===== config.mk =====
export PLATFORM = sky130hd
export DESIGN_NAME = voxel_ray_traversal_top
export DESIGN_NICKNAME = d
export VERILOG_FILES = /design/src/design/vrt_pkg.sv /design/src/design/voxel_ray_traversal_top.sv /design/src/design/vrt_div.sv
export SDC_FILE = /design/constraint.sdc
export NUM_CORES = 2
export LEC_CHECK = 0
export BUFFER_PORTS_ARGS = -buffer_cell sky130_fd_sc_hd__buf_2
export CORE_MARGIN = 3
export CORE_UTILIZATION = 57
export DETAILED_ROUTE_END_ITERATION = 8
export PLACE_DENSITY = 0.81
export SLEW_MARGIN = 10
export SYNTH_ARGS = -nofsm -noshare
export SYNTH_HDL_FRONTEND = slang
export SYNTH_SLANG_ARGS = --single-unit

===== constraint.sdc =====
create_clock -name clk_i -period 8.1 [get_ports clk_i]
set_input_delay 1.62 -clock clk_i [delete_from_list [all_inputs] [get_ports clk_i]]
set_output_delay 1.62 -clock clk_i [all_outputs]
set_load 0.01 [all_outputs]

===== src/design/vrt_pkg.sv =====
`timescale 1ns / 1ps
package vrt_pkg;
  localparam int unsigned CoordW = 16;
  localparam int unsigned TW = 32;
  localparam int unsigned InDataW = 168;   // 3x32 origin, 3x16 dir, 16 max_dist, 1 solid -> 161 -> 168
  localparam int unsigned OutDataW = 96;
  localparam logic [TW-1:0] TMax = '1;

  typedef enum logic [1:0] {
    KindQuery = 2'd0,
    KindHit   = 2'd1,
    KindMiss  = 2'd2
  } kind_e;

  // divider request and response between top and divider
  typedef struct packed {
    logic        start;
    logic [15:0] mag;    // |dir|, 0..32768
  } div_req_t;

  typedef struct packed {
    logic          done;
    logic [TW-1:0] quot;
  } div_rsp_t;
endpackage


===== src/design/voxel_ray_traversal_top.sv =====
`timescale 1ns / 1ps
// Voxel ray walker, 3D DDA on a unit grid, fixed point.
// s_axis: requests. tuser = mode (0 start ray, 1 occupancy reply).
//   Start carries origin (Q16.16), direction (Q1.14) and max distance (Q8.8).
// m_axis: results. tuser = kind (0 query voxel, 1 hit, 2 miss).
// Each start is answered by a query of the origin voxel; each reply by a
// query of the next voxel, a hit, or a miss. A reply while idle is dropped.
// A start is answered once each axis is set up: one shared restoring divider
// computes 2^30/|d| per axis one quotient bit per cycle (skipped for an
// axis with zero direction), then one 17x32 multiply per axis gives the
// first boundary distance. A reply is answered through StSel (a hit is
// registered at accept): compare of the three boundary distances at
// accept, then step and saturating add.
// The block takes one request at a time; after accept of anything but a dropped
// reply, s_axis_tready is low until the result is taken by m_axis and high again the cycle after.
// A stalled result holds in the output register. Reset drops any walk;
// the block is idle and ready.
module voxel_ray_traversal_top (
  input  logic                         clk_i,
  input  logic                         rst_ni,
  input  logic                         s_axis_tvalid,
  output logic                         s_axis_tready,
  // origin_x[31:0], origin_y[63:32], origin_z[95:64], dir_x[111:96],
  // dir_y[127:112], dir_z[143:128], max_dist[159:144], solid[160], zero fill
  input  logic [vrt_pkg::InDataW-1:0]  s_axis_tdata,
  input  logic                         s_axis_tuser,   // mode
  output logic                         m_axis_tvalid,
  input  logic                         m_axis_tready,
  // vox_x, vox_y, vox_z, prev_x, prev_y, prev_z, 16 bits each from bit 0
  output logic [vrt_pkg::OutDataW-1:0] m_axis_tdata,
  output logic [1:0]                   m_axis_tuser    // kind
);
  import vrt_pkg::*;

  typedef enum logic [2:0] {
    StIdle, StDivStart, StDivWait, StMul, StSel, StOut
  } state_e;

  state_e        state_q;
  logic [1:0]    axis_q;
  logic          walking_q;
  logic [CoordW-1:0] cur_q [3];
  logic [CoordW-1:0] last_q [3];
  logic [2:0]    neg_q;
  logic [TW-1:0] tnext_q [3];
  logic [TW-1:0] tstep_q [3];
  logic [16:0]   dist_q [3];
  logic [15:0]   limit_q;
  logic [1:0]    sel_q;
  logic [OutDataW-1:0] out_data_q;
  logic [1:0]    out_kind_q;
  logic          out_valid_q;

  div_req_t div_req;
  div_rsp_t div_rsp;

  logic          acc;
  logic [15:0]   dir_s [3];
  logic [15:0]   mag [3];
  logic [47:0]   prod;
  logic [32:0]   sum;
  logic [1:0]    sel_c;
  logic [CoordW-1:0] step_vox;
  logic [CoordW-1:0] next_vox [3];

  assign acc = s_axis_tvalid && s_axis_tready;
  assign s_axis_tready = (state_q == StIdle) && !out_valid_q;

  always_comb begin
    for (int a = 0; a < 3; a++) begin
      dir_s[a] = s_axis_tdata[96 + 16*a +: 16];
      mag[a] = dir_s[a][15] ? 16'(-dir_s[a]) : dir_s[a];
    end
  end

  // direction magnitude per axis held for divider start
  logic [15:0] mag_q [3];

  assign div_req.start = (state_q == StDivStart);
  assign div_req.mag = mag_q[axis_q];

  vrt_div u_div (
    .clk_i  (clk_i),
    .rst_ni (rst_ni),
    .req_i  (div_req),
    .rsp_o  (div_rsp)
  );

  // dist <= 2^16 and t_step <= 2^30, so the product stays below 2^47
  assign prod = 48'(dist_q[axis_q]) * 48'(tstep_q[axis_q]);

  always_comb begin
    if (tnext_q[0] < tnext_q[1] && tnext_q[0] < tnext_q[2]) sel_c = 2'd0;
    else if (tnext_q[1] < tnext_q[2]) sel_c = 2'd1;
    else sel_c = 2'd2;
  end

  assign sum = {1'b0, tnext_q[sel_q]} + {1'b0, tstep_q[sel_q]};

  assign step_vox = neg_q[sel_q] ? cur_q[sel_q] - 16'd1 : cur_q[sel_q] + 16'd1;

  always_comb begin
    for (int a = 0; a < 3; a++) begin
      next_vox[a] = (2'(a) == sel_q) ? step_vox : cur_q[a];
    end
  end

  always_ff @(posedge clk_i or negedge rst_ni) begin
    if (!rst_ni) begin
      state_q <= StIdle;
      axis_q <= '0;
      walking_q <= 1'b0;
      out_valid_q <= 1'b0;
      out_kind_q <= '0;
      out_data_q <= '0;
      sel_q <= '0;
      for (int a = 0; a < 3; a++) begin
        tnext_q[a] <= '0;
        tstep_q[a] <= '0;
      end
    end else begin
      if (out_valid_q && m_axis_tready) out_valid_q <= 1'b0;
      unique case (state_q)
        StIdle: begin
          if (acc) begin
            if (!s_axis_tuser) begin
              axis_q <= 2'd0;
              walking_q <= 1'b1;
              state_q <= StDivStart;
            end else if (walking_q) begin
              if (s_axis_tdata[160]) begin
                walking_q <= 1'b0;
                out_kind_q <= KindHit;
                out_data_q <= {last_q[2], last_q[1], last_q[0],
                               cur_q[2], cur_q[1], cur_q[0]};
                out_valid_q <= 1'b1;
              end else begin
                sel_q <= sel_c;
                state_q <= StSel;
              end
            end
          end
        end
        StDivStart: begin
          state_q <= (mag_q[axis_q] == '0) ? StMul : StDivWait;
          if (mag_q[axis_q] == '0) tstep_q[axis_q] <= TMax;
        end
        StDivWait: begin
          if (div_rsp.done) begin
            tstep_q[axis_q] <= div_rsp.quot;
            state_q <= StMul;
          end
        end
        StMul: begin
          if (mag_q[axis_q] == '0) tnext_q[axis_q] <= TMax;
          else tnext_q[axis_q] <= prod[47:16];
          if (axis_q == 2'd2) begin
            out_kind_q <= KindQuery;
            out_data_q <= {cur_q[2], cur_q[1], cur_q[0],
                           cur_q[2], cur_q[1], cur_q[0]};
            out_valid_q <= 1'b1;
            state_q <= StOut;
          end else begin
            axis_q <= axis_q + 2'd1;
            state_q <= StDivStart;
          end
        end
        StSel: begin
          tnext_q[sel_q] <= sum[32] ? TMax : sum[31:0];
          if (tnext_q[sel_q] <= {limit_q, 8'd0}) begin
            out_kind_q <= KindQuery;
            out_data_q <= {cur_q[2], cur_q[1], cur_q[0],
                           next_vox[2], next_vox[1], next_vox[0]};
          end else begin
            walking_q <= 1'b0;
            out_kind_q <= KindMiss;
            out_data_q <= '0;
          end
          out_valid_q <= 1'b1;
          state_q <= StOut;
        end
        StOut: begin
          if (!out_valid_q || m_axis_tready) state_q <= StIdle;
        end
        default: state_q <= StIdle;
      endcase
    end
  end

  // start-time setup of per-axis registers, voxel step on a reply
  always_ff @(posedge clk_i) begin
    if (acc && !s_axis_tuser) begin
      for (int a = 0; a < 3; a++) begin
        logic [31:0] o;
        o = s_axis_tdata[32*a +: 32] + 32'h8000;
        cur_q[a] <= o[31:16];
        last_q[a] <= o[31:16];
        neg_q[a] <= dir_s[a][15] || (dir_s[a] == '0);
        mag_q[a] <= mag[a];
        dist_q[a] <= dir_s[a][15] ? {1'b0, o[15:0]} : 17'h10000 - {1'b0, o[15:0]};
      end
      limit_q <= s_axis_tdata[159:144];
    end else if (state_q == StSel) begin
      for (int a = 0; a < 3; a++) begin
        last_q[a] <= cur_q[a];
        cur_q[a] <= next_vox[a];
      end
    end
  end

  assign m_axis_tvalid = out_valid_q;
  assign m_axis_tdata = out_data_q;
  assign m_axis_tuser = out_kind_q;
endmodule


===== src/design/vrt_div.sv =====
`timescale 1ns / 1ps
// restoring divider: 2^30 / mag, one quotient bit per cycle
module vrt_div (
  input  logic              clk_i,
  input  logic              rst_ni,
  input  vrt_pkg::div_req_t req_i,
  output vrt_pkg::div_rsp_t rsp_o
);
  import vrt_pkg::*;

  localparam int unsigned NumBits = 31;

  logic [4:0]    cnt_q, cnt_d;
  logic          busy_q, busy_d;
  logic          done_q, done_d;
  logic [15:0]   rem_q, rem_d;
  logic [TW-1:0] quot_q, quot_d;
  logic [15:0]   den_q, den_d;
  logic [16:0]   shifted;
  logic          num_bit;

  always_comb begin
    num_bit = (cnt_q == 5'd30);
    shifted = {rem_q, num_bit};
    busy_d = busy_q;
    done_d = 1'b0;
    cnt_d = cnt_q;
    rem_d = rem_q;
    quot_d = quot_q;
    den_d = den_q;
    if (req_i.start) begin
      busy_d = 1'b1;
      cnt_d = 5'(NumBits - 1);
      rem_d = '0;
      quot_d = '0;
      den_d = req_i.mag;
    end else if (busy_q) begin
      if (shifted >= {1'b0, den_q}) begin
        rem_d = 16'(shifted - {1'b0, den_q});
        quot_d = {quot_q[TW-2:0], 1'b1};
      end else begin
        rem_d = shifted[15:0];
        quot_d = {quot_q[TW-2:0], 1'b0};
      end
      if (cnt_q == 5'd0) begin
        busy_d = 1'b0;
        done_d = 1'b1;
      end else begin
        cnt_d = cnt_q - 5'd1;
      end
    end
  end

  always_ff @(posedge clk_i or negedge rst_ni) begin
    if (!rst_ni) begin
      busy_q <= 1'b0;
      done_q <= 1'b0;
      cnt_q <= '0;
    end else begin
      busy_q <= busy_d;
      done_q <= done_d;
      cnt_q <= cnt_d;
    end
  end

  always_ff @(posedge clk_i) begin
    rem_q <= rem_d;
    quot_q <= quot_d;
    den_q <= den_d;
  end

  assign rsp_o.done = done_q;
  assign rsp_o.quot = quot_q;
endmodule

==> results by group <==
Yosys
  • Most area-consuming cells after synthesis: fa_1 (17%), dfrtp_1 (15%), edfxtp_1 (13%)
  • Sequential area share after synthesis: between 30 and 40%
  • Dominant register cell in the synthesized netlist: dfrtp_1
  • Net Count, Synth: ~6700
  • Cell Area, Synth: between 0.05 and 0.06 mm²
  • Library cell occupying the most area in the post-synthesis netlist: fa_1
  • YS warnings: 0
  • Synth top area share: between 10% and 20%
  • Flops & latches, synth: between 500 and 600
  • Distinct cells, synth: 100
  • Number of flops mapped to enable cells by yosys: 230
  • Synth async-reset ratio: between 50% and 60%
  • Syn_area_per_cell: 9.00 µm²
  • Cells after synthesis: between 5000 and 6000

Flow run
  • Max-cap check violation count: 0

Setup path
  • Required arrival time at the worst endpoint: between 8 and 9 ns
  • CP Max Fanout: 7
  • Worst Setup Path Type: reg -> reg
  • Cell with the largest stage delay on the worst path: dfrtp_4
  • Slowest cell delay on critical path: about 0.57 ns
  • Endpoint kind of the worst setup timing path: flip-flop
  • Cell type with the highest occurrence count on the critical path: fa_1
  • Setup crit start kind: flip-flop
  • Worst EP arrival: 8.43 ns

Worst hold path
  • Class of the tightest hold or removal check: reg -> reg

Die
  • Row count: roughly 110
  • Die extent in x: about 310 µm
  • CORE AREA: between 0.08 and 0.09 mm²
  • Initial cell density of the core: roughly 58%
  • Total I/O pin count: 273
  • Die extent in y: 307 µm
  • Area of the die: about 0.094 mm²

Timing
  • Highest achievable clock rate: between 100 and 150 MHz
  • Min Tclk post-route: 7.93 ns
  • Final setup viols: 0
  • Actual transition at the worst max-transition pin: 1.32 ns
  • Total count of max-transition violations in the final report: 0
  • Final period util: between 90 and 100%
  • Final-layout setup total negative slack: 0 ns
  • Final hold violation count: 0
  • Clock Skews: around 0.048 ns
  • Worst-case headroom to the max-slew limit: 11.7%
  • Fin worst setup slack: approximately 0.17 ns

Place
  • Number of instances in the placed design: 7110
  • Port bufs: roughly 270
  • Final RePlAce weighted congestion: slightly below 1
  • Detailed placement HPWL: ~120000 µm
  • Pre-CTS setup slack: 0.0313 ns

Cells and area
  • Fin cells: 7254
  • Commonest non-fill, non-tap cells in the layout: nand2_1 (765), inv_1 (686), nor2_1 (557), fa_1 (448), o21ai_0 (387)
  • Share of layout cells above drive strength 1: between 10% and 20%
  • Most frequent standard cell in the layout excluding fill and tap cells: nand2_1
  • Antenna Diode Count: 0
  • # nets final: 6962
  • Layout-stage area growth over the synthesis result: 12.5%
  • Fraction of the core area covered by cells at the end of the flow: between 60% and 70%

Global routing
  • Global-route usage over all layers: roughly a third
  • Global-route wire length before repair: 246000 µm
  • Global route total overflow: 0
  • Number of antenna violations at the first check in global routing: 1
  • Pin count of the biggest net entering global routing: 105
  • Via count of the first global-routing pass: about 44000

Power and ir drop
  • Leakage component of the power: 27.2 nW
  • Total net switching power: roughly 9.7 mW
  • PwrDens: 337 mW/mm²
  • Internal Pwr Total: ~9.9 mW
  • Part of the power in registers: about 25%
  • Portion of total power attributed to the clock network: 15.5%
  • Maximum vdd drop: 283 µV
  • Proportion of power drawn by combinational gates: a little under 60%
  • Sw Ratio: about half
  • Post-layout power: about 20 mW

Route
  • Antenna Violating Nets Remaining: 0
  • Total Wirelength: 159000 µm
  • Post-route DRC: 0
  • Via count normalized by instance count: 6.18
  • DRT iter0 DRCs: a little over 5000
  • Detailed Routing Iterations Pass 1: 8
  • Avg WL per Cell: ~22 µm
  • Via count: between 40000 and 50000

Status
  • Run status: complete, no violations

Clock network
  • Number of buffers between clock root and the deepest sink: 3
  • Clock buffer count from CTS: 67
  • Clock transition at path regs: 0.06 ns
  • Clock tree from TritonCTS: built
  • Root Buffer Master: clkbuf_16
  • Clock Sinks: 584
  • Clock insertion delay at the later pin of the skew report: between 0.6 and 0.7 ns
  • H-tree levels: 3
[final timing paths]
path	from	endpoint	slack [ns]	cells after the start
worst min-delay path	m_axis_tuser[0]$_DFFE_PN0P_	m_axis_tuser[0]$_DFFE_PN0P_	0.49	1
max in group asynchronous	rst_ni	axis_q[0]$_DFFE_PN0P_	5.34	2
worst max-delay path	axis_q[0]$_DFFE_PN0P_	tnext_q[56]$_DFFE_PN0P_	0.17	28
min in group asynchronous	rst_ni	m_axis_tdata[85]$_DFFE_PN0P_	1.00	1
worst min register to register	m_axis_tuser[0]$_DFFE_PN0P_	m_axis_tuser[0]$_DFFE_PN0P_	0.49	1
worst max register to register	axis_q[0]$_DFFE_PN0P_	tnext_q[56]$_DFFE_PN0P_	0.17	28
[registers in the layout, summed over array words and instances, names as in the netlist, 2 cells and up]
signal        cells
u_div.rem_q      16
m_axis_tdata     96
state_q           3
last_q           48
m_axis_tuser      2
u_div.quot_q     32
neg_q             3
cur_q            48
dist_q           51
sel_q             2
u_div.cnt_q       5
tstep_q          96
axis_q            2
u_div.den_q      16
tnext_q          96
mag_q            48
limit_q          16
[critical path, delay by kind of cell, from the launching register on]
kind            cells  cell delay (ns)
xor+xnor            1             0.16
compound gates      6             1.22
flops               1             0.57
simple gates        4             1.00
buf+inv             9             1.19
mux                 1             0.19
fa+ha+maj           7             3.44
[layout make-up]
class                      count  area [µm²]
multi-input combinational   4185       32700
inverter                     688        2580
clock inverter                30         347
timing repair buffer         511        3630
tap                         1165        1460
clock buffer                  91        1850
sequential                   584       15500
fill                        7060       31000
[power groups by stage]
stage / registers (mW) / clock network [mW] / logic, mW
after global routing: 4.93 / 3.18 / 12.7
after global placement: 4.85 / 0 / 10.8
final: 4.87 / 3.04 / 11.7
after detailed placement: 4.89 / 0 / 11.1
after CTS: 4.84 / 3.06 / 11.2
after floorplan: 4.68 / 0 / 7.19
[cell families (layout without fill, tap and decap cells)]
group                    Yosys count  after routing  synth area share (%)
AO/OA/AOI/OAI                   1328           1328                  16.4
XOR/XNOR                         204            204                  3.46
adder cells (fa/ha/maj)          752            752                  24.7
buffers and inverters            975           1320                  7.27
flip-flops                       584            584                  30.0
multiplexers                     207            207                  4.03
AND/OR/NAND/NOR                 1694           1694                  14.1
[synth_stat cells, types with 95 or more instances]
cell type / number
nor2_1: 561
xnor2_1: 116
clkbuf_1: 202
a21o_1: 132
edfxtp_1: 230
ha_1: 303
dfrtp_1: 306
a21oi_1: 285
o21a_1: 95
o21ai_0: 394
inv_1: 687
fa_1: 449
nand2_1: 771
mux2i_1: 200
[timing repair]
item | CTS | global route
buffers inserted | 1 | 19
pin swaps | 1 | 11
hold buffers | 0 | 0
gates cloned | 0 | 3
endpoints found under the setup margin | 1 | 62
endpoints found under the hold margin | 0 | 0
resized for setup | 0 | 46
[stage by stage]
step	hold WS, ns	cell area [µm²]
6_report	0.488	58100
5_1_grt	0.517	58100
4_1_cts	0.487	57700
3_5_place_dp	0.466	55500
3_3_place_gp	0.460	55500
2_1_floorplan	0.455	51700
[per-layer routing]
metal | global-route usage (%) | up-vias | wire (µm)
met2 | 51.4 | 2714 | 71100
met4 | 17.0 | 2 | 9300
li1 | - | 19900 | -
met5 | 0 | - | 9
met1 | 43.6 | 21700 | 60000
met3 | 8.90 | 556 | 19100
Power figures use the tool's default switching activity.
